## config.mk

```make
export PLATFORM = sky130hd
export DESIGN_NAME = ggh_merge
export DESIGN_NICKNAME = d
export VERILOG_FILES = /design/src/hw/rtl/ggh_pkg.sv /design/src/hw/rtl/ggh_merge.sv
export SDC_FILE = /design/constraint.sdc
export NUM_CORES = 1
export LEC_CHECK = 0
export BUFFER_PORTS_ARGS = -buffer_cell sky130_fd_sc_hd__buf_2
export CAP_MARGIN = 20
export CORE_AREA = 2 2 458 460
export DETAILED_ROUTE_END_ITERATION = 8
export DIE_AREA = 0 0 460 462
export SLEW_MARGIN = 20
export SYNTH_ARGS = -nofsm -noshare
export SYNTH_HDL_FRONTEND = slang
export SYNTH_SLANG_ARGS = --single-unit
```

## constraint.sdc

```tcl
create_clock -name clock -period 3.2 [get_ports clock]
set_input_delay 0.16 -clock clock [delete_from_list [all_inputs] [get_ports clock]]
set_output_delay 0.16 -clock clock [all_outputs]
set_load 0.02 [all_outputs]
```

## src/hw/rtl/ggh_pkg.sv

```systemverilog
// ----------------------------------------------------------------------------
// ggh_pkg: shared definitions for the gradient/Hessian stencil
// Grid limits, window geometry, stencil tap table, register indexes, types.
// ----------------------------------------------------------------------------
package ggh_pkg;

   localparam int MAX_X      = 256;
   localparam int MAX_Y      = 256;
   localparam int DATA_WIDTH = 32;
   localparam int SAT_BITS   = (DATA_WIDTH < 32) ? DATA_WIDTH : 32;

   // window depth: two planes, two rows and one point
   localparam int WIN  = 2 * MAX_X * MAX_Y + 2 * MAX_X + 1;
   localparam int AW   = $clog2(WIN);
   localparam int SXW  = $clog2(MAX_X + 1);
   localparam int SYW  = $clog2(MAX_Y + 1);
   localparam int DZW  = SXW + SYW;
   localparam int PXW  = $clog2(MAX_X);
   localparam int PYW  = $clog2(MAX_Y);
   localparam int PZW  = 16;

   localparam int NSAMP = 19;
   localparam int TAGW  = $clog2(NSAMP);
   localparam int NUMW  = 36;
   localparam int NRES  = 9;

   localparam int CSR_AW = 3;
   localparam int CSR_DW = 32;
   localparam logic [CSR_AW-1:0] CSR_SIZE_X = 3'd0;
   localparam logic [CSR_AW-1:0] CSR_SIZE_Y = 3'd1;
   localparam logic [CSR_AW-1:0] CSR_SIZE_Z = 3'd2;
   localparam logic [CSR_AW-1:0] CSR_GHOST  = 3'd3;
   localparam logic [CSR_AW-1:0] CSR_INV_X  = 3'd4;
   localparam logic [CSR_AW-1:0] CSR_INV_Y  = 3'd5;
   localparam logic [CSR_AW-1:0] CSR_INV_Z  = 3'd6;

   localparam logic [1:0] COMP_X = 2'd0;
   localparam logic [1:0] COMP_Y = 2'd1;
   localparam logic [1:0] COMP_Z = 2'd2;

   localparam logic [1:0] OZ = 2'b00;
   localparam logic [1:0] OP = 2'b01;
   localparam logic [1:0] OM = 2'b11;

   typedef struct packed {
      logic signed [1:0] ex;
      logic signed [1:0] ey;
      logic signed [1:0] ez;
   } ggh_ofs_type;

   typedef struct packed {
      logic              vld;
      logic [TAGW-1:0]   tag;
   } ggh_samp_type;

   typedef struct packed {
      logic [31:0] x;
      logic [31:0] y;
      logic [31:0] z;
   } ggh_inv_type;

   // first member in the top bits: d_dx lands in bits 31:0
   typedef struct packed {
      logic [31:0] d2_yz;
      logic [31:0] d2_xz;
      logic [31:0] d2_xy;
      logic [31:0] d2_zz;
      logic [31:0] d2_yy;
      logic [31:0] d2_xx;
      logic [31:0] d_dz;
      logic [31:0] d_dy;
      logic [31:0] d_dx;
   } ggh_res_type;

   // stencil taps relative to the center, read order; tap 0 is the center
   function automatic ggh_ofs_type ggh_offset(input logic [TAGW-1:0] idx);
      ggh_ofs_type o;
      case (idx)
         5'd0:    o = ggh_ofs_type'({OZ, OZ, OZ});
         5'd1:    o = ggh_ofs_type'({OP, OZ, OZ});
         5'd2:    o = ggh_ofs_type'({OM, OZ, OZ});
         5'd3:    o = ggh_ofs_type'({OZ, OP, OZ});
         5'd4:    o = ggh_ofs_type'({OZ, OM, OZ});
         5'd5:    o = ggh_ofs_type'({OZ, OZ, OP});
         5'd6:    o = ggh_ofs_type'({OZ, OZ, OM});
         5'd7:    o = ggh_ofs_type'({OP, OP, OZ});
         5'd8:    o = ggh_ofs_type'({OP, OM, OZ});
         5'd9:    o = ggh_ofs_type'({OM, OP, OZ});
         5'd10:   o = ggh_ofs_type'({OM, OM, OZ});
         5'd11:   o = ggh_ofs_type'({OP, OZ, OP});
         5'd12:   o = ggh_ofs_type'({OP, OZ, OM});
         5'd13:   o = ggh_ofs_type'({OM, OZ, OP});
         5'd14:   o = ggh_ofs_type'({OM, OZ, OM});
         5'd15:   o = ggh_ofs_type'({OZ, OP, OP});
         5'd16:   o = ggh_ofs_type'({OZ, OP, OM});
         5'd17:   o = ggh_ofs_type'({OZ, OM, OP});
         5'd18:   o = ggh_ofs_type'({OZ, OM, OM});
         default: o = ggh_ofs_type'({OZ, OZ, OZ});
      endcase
      return o;
   endfunction

endpackage

```

## src/hw/rtl/ggh_merge.sv

```systemverilog
// ----------------------------------------------------------------------------
// ggh_merge: result serializer
// Holds the three lanes' results of one point and sends them as x, y, z words.
// ----------------------------------------------------------------------------
module ggh_merge import ggh_pkg::*; (
   input  logic         clock,
   input  logic         reset,
   input  logic         load,
   input  ggh_res_type  res_x,
   input  ggh_res_type  res_y,
   input  ggh_res_type  res_z,
   output logic         free,
   output logic         rsp_tvalid,
   input  logic         rsp_tready,
   output logic [287:0] rsp_tdata,  // d_dx, d_dy, d_dz, d2_xx, d2_yy, d2_zz, d2_xy, d2_xz, d2_yz
   output logic [1:0]   rsp_tuser,  // component
   output logic         rsp_tlast
);

   ggh_res_type buf_ff [3];
   logic [1:0]  cnt_ff;
   logic        full_ff;

   always_ff @(posedge clock) begin
      if (load) begin
         buf_ff[0] <= res_x;
         buf_ff[1] <= res_y;
         buf_ff[2] <= res_z;
      end
   end

   always_ff @(posedge clock) begin
      if (reset) begin
         full_ff <= 1'b0;
         cnt_ff  <= COMP_X;
      end else if (load) begin
         full_ff <= 1'b1;
         cnt_ff  <= COMP_X;
      end else if (full_ff && rsp_tready) begin
         if (cnt_ff == COMP_Z) begin
            full_ff <= 1'b0;
            cnt_ff  <= COMP_X;
         end else begin
            cnt_ff <= cnt_ff + 2'd1;
         end
      end
   end

   assign free       = !full_ff;
   assign rsp_tvalid = full_ff;
   assign rsp_tdata  = buf_ff[cnt_ff];
   assign rsp_tuser  = cnt_ff;
   assign rsp_tlast  = (cnt_ff == COMP_Z);

endmodule

```

* Word-level counts from Yosys, hierarchy flattened
Memory sizes are Yosys's and may differ from the RTL's. A register that Yosys moved wholly into a read port is not among the register bits.
Index checks and enable logic that the tools add are counted.
** Storage, ports and cells
- Bits in registers :: 3
- Word-level logic and storage cells :: 19
- Bits in writable memories :: 864
- Memories :: 1
- Output and inout port bits :: 293
- Input port bits :: 868
** Cells by class
- Muxes and demuxes :: 8
- Add/subtract/negate cells :: 1
- Reduce and logical (&&, ||, !) cells :: 6
- Equality and inequality tests :: 1
** Memories
- buf_ff :: depth 3, bits a word 288, rd ports 1, clocked after memory_dff 1, write ports 3, line ggh_merge.sv:20 : ggh_res_type buf_ff [3];
** Operators by type and width (count)
- 2-bit two-way mux :: 3
- 1-bit two-way mux :: 5
- 2-bit nonzero test :: 2
- 2-bit by 1-bit adder with 2-bit output (second input constant) :: 1
- 2-bit equality test (second input constant) :: 1
- 2-bit AND reduction :: 1
- 2-bit OR reduction :: 1
- 1-bit logical AND :: 1
- 1-bit logical NOT :: 1

* Longest topological paths before layout
- Word-level depth :: 4
- Mapped depth :: 5
- Depth with buffers taken out :: 2

* Worst setup path before layout
Ideal clock, no wire load.
- Path kind :: register to output
- Start :: reg with a tool-made name
- End :: out rsp_tdata[267]
- Slack :: 1726 ps
- Stages on the path, launching flop included :: 6
- Required time :: 3040 ps
- Path buffers :: 3
- Arrival :: 1314 ps
- Path through :: dfxtp_1 > buf_4 > buf_6 > buf_8 > mux2i_1 > o21ai_0
** RTL lines
- end: declaration :: line ggh_merge.sv:15 : output logic [287:0] rsp_tdata,

==> results.txt <==
Initial DRC count - 2,156
Unrepaired setup endpoints after global routing - no
Router iterations before antenna repair - 5
Clock latency on the worst-skew pair - 0.72 ns
Post-DR vias/cell - 3.73
Final core utilization - 0.258
Pre-CTS setup slack - 0.384 ns
First-pass GRT wire length - 206,000 um
Post-route cell area - 53,600 um^2
H-Tree Depth - 3
Pwr/cell area - 541 nW/um^2
Critical hold path startpoint - res_z[45]
DRT Wirelength - 159,000 um
Worst vdd ir - 0.000575 V
TritonCTS buffer count - 96
Min-Delay Endpoint - buf_ff[2][45]
Average wire per standard cell - 23.5 um
Worst slew margin - 0.372
Vias in the first global route - 26,500
Max Slew Vio Count - 0
Net Count, Synth - 2,711
Endpoints failing setup - 0
Worst Hold Depth - 2
Total power - 29.0 mW
Sequential share of the synthesized area - 0.810
Crit Path Class - flop to output pin
Most frequent cells in the layout - 1,159 x buf_2, 868 x dlygate4sd3_1, 864 x edfxtp_1, 288 x nand2_1, 285 x mux2i_1
Unique cell type count in the Yosys netlist - 20
Reg2Reg Setup Slack - 1.80 ns
Dpl cell area - 41,600 um^2
Max-cap violation count - 0
Pleak - 19.8 nW
Critical Path End Type - output pin
Reg clk slew, reported paths - 0.07 ns
Gr ovfl total - 0
CTS tree - done
Critical path data arrival time - 2.82 ns
Critical path startpoint category - flop
Port Buffer Count - 1,160
Starting Density - 0.154
Fraction of final layout cells with drive strength greater than 1 - 0.344
Hold Path Class - primary input to flop
Site Rows - 168
Top Ports - 1,161
Slew @ Worst Pin - 0.915 ns
Run status - finished clean
Max Clock Freq - 335 MHz
Post-route DRC - 0
Area of the mapped netlist - 32,100 um^2
Reg2reg start - rsp_tvalid
Die W - 460 um
Reg2Reg Depth - 3
Critical R2R Capture - rsp_tvalid
Yosys reg bits - 869
Mapped Cells - 1,843
Worst endpoint required time - 3.04 ns
Routability Congestion - 0.894
Die height - 462 um
Final hold violations - 0
Synth Area per Inst - 17.4 um^2
Die Area - 213,000 um^2
Antenna-violating nets left - 0
Largest net degree at the start of global routing - 85
Min Tclk post-route - 2.98 ns
Root buffer cell - clkbuf_16
Crit-path max FO - 33
Via count - 25,300
GRT Total Usage - 0.142
Most common cell after layout, fill and taps aside - buf_2
Worst Hold Slack - 0.124 ns
Period utilization - 0.933
P&R area growth vs syn - 66.8%
Detailed-placement wirelength estimate - 119,000 um
Clock Sinks - 869
CTS Buffer Depth - 3
Core box area - 208,000 um^2
Slack of the critical path - 0.215 ns
Nets - 4,814
Initial antenna violation count - 73
Worst Clk Skew - 0.00145 ns
Synth warn - 0
worst max-delay path: stages (launching register included):
cell     delay, ns
dfxtp_4       0.57
buf_12        0.25
buf_4         0.39
mux2i_1       0.17
o21ai_4       0.28
buf_2         0.29
sequential cells by signal, summed over array words and instances (netlist names), named ones only:
signal and flops:
buf_ff 864, rsp_tvalid 1, rsp_tuser 2
metal layers:
metal,global-route usage,part of all wire
met5,0,0.0017
met4,0.0752,0.058
met3,0.0687,0.12
met2,0.236,0.47
met1,0.147,0.35
layout make-up:
class / instances / area, um^2
fill: 21100 / 155000
sequential: 869 / 26100
timing repair buffer: 2101 / 15300
multi-input combinational: 876 / 5540
tap: 2720 / 3400
clock buffer: 110 / 2450
clock inverter: 65 / 733
antenna: 36 / 90.1
inverter: 2 / 7.51
Yosys cell counts, drive strengths merged:
master | count | share of area
nor2 | 2 | 0.00023
a311oi | 1 | 0.00027
dfxtp | 5 | 0.0031
o21a | 4 | 0.00093
and4b | 1 | 0.00031
nor2b | 1 | 0.00019
a21boi | 2 | 0.00047
nand2 | 288 | 0.034
mux2i | 288 | 0.090
o21ai | 288 | 0.045
nor4bb | 1 | 0.00031
edfxtp | 864 | 0.81
inv | 2 | 0.00023
buf | 45 | 0.012
clkbuf | 51 | 0.0060
worst max-delay path by stage:
stage	startpoint	endpoint	slack, ns
3_3_place_gp	flop	rsp_tdata[75]	0.43
4_1_cts	flop	rsp_tdata[231]	-0.05
2_1_floorplan	flop	rsp_tdata[267]	1.73
3_5_place_dp	flop	rsp_tdata[75]	0.38
6_report	flop	rsp_tdata[74]	0.22
5_1_grt	flop	rsp_tdata[75]	0.04
stage by stage:
step | TNS [ns] | std cells
4_1_cts | -0.155 | 6742
5_1_grt | 0 | 6762
2_1_floorplan | 0 | 1843
6_report | 0 | 6779
3_5_place_dp | 0 | 5699
3_3_place_gp | 0 | 5699
kinds of logic after synthesis:
kind of cell | after synthesis | share of synthesized area
muxes | 288 | 0.0897
and+or+nand+nor | 293 | 0.0347
DFF | 869 | 0.810
AOI/OAI and AO/OA | 295 | 0.0465
buffers and inverters | 98 | 0.0186
where the power goes:
part,leakage (nW),internal [mW],switching [mW]
sequential,8.50,13.5,0.378
clock,1.54,6.46,4.99
combinational,9.81,1.58,2.04
total,19.8,21.6,7.41
timing repair:
action | CTS | global route
hold buffers | 868 | 0
hold endpoints to repair | 903 | 0
buffers inserted | 0 | 1
gates resized for setup | 11 | 0
setup endpoints to repair | 12 | 2
pin swaps | 0 | 0
No activity file was read; power rests on OpenSTA's default activity.
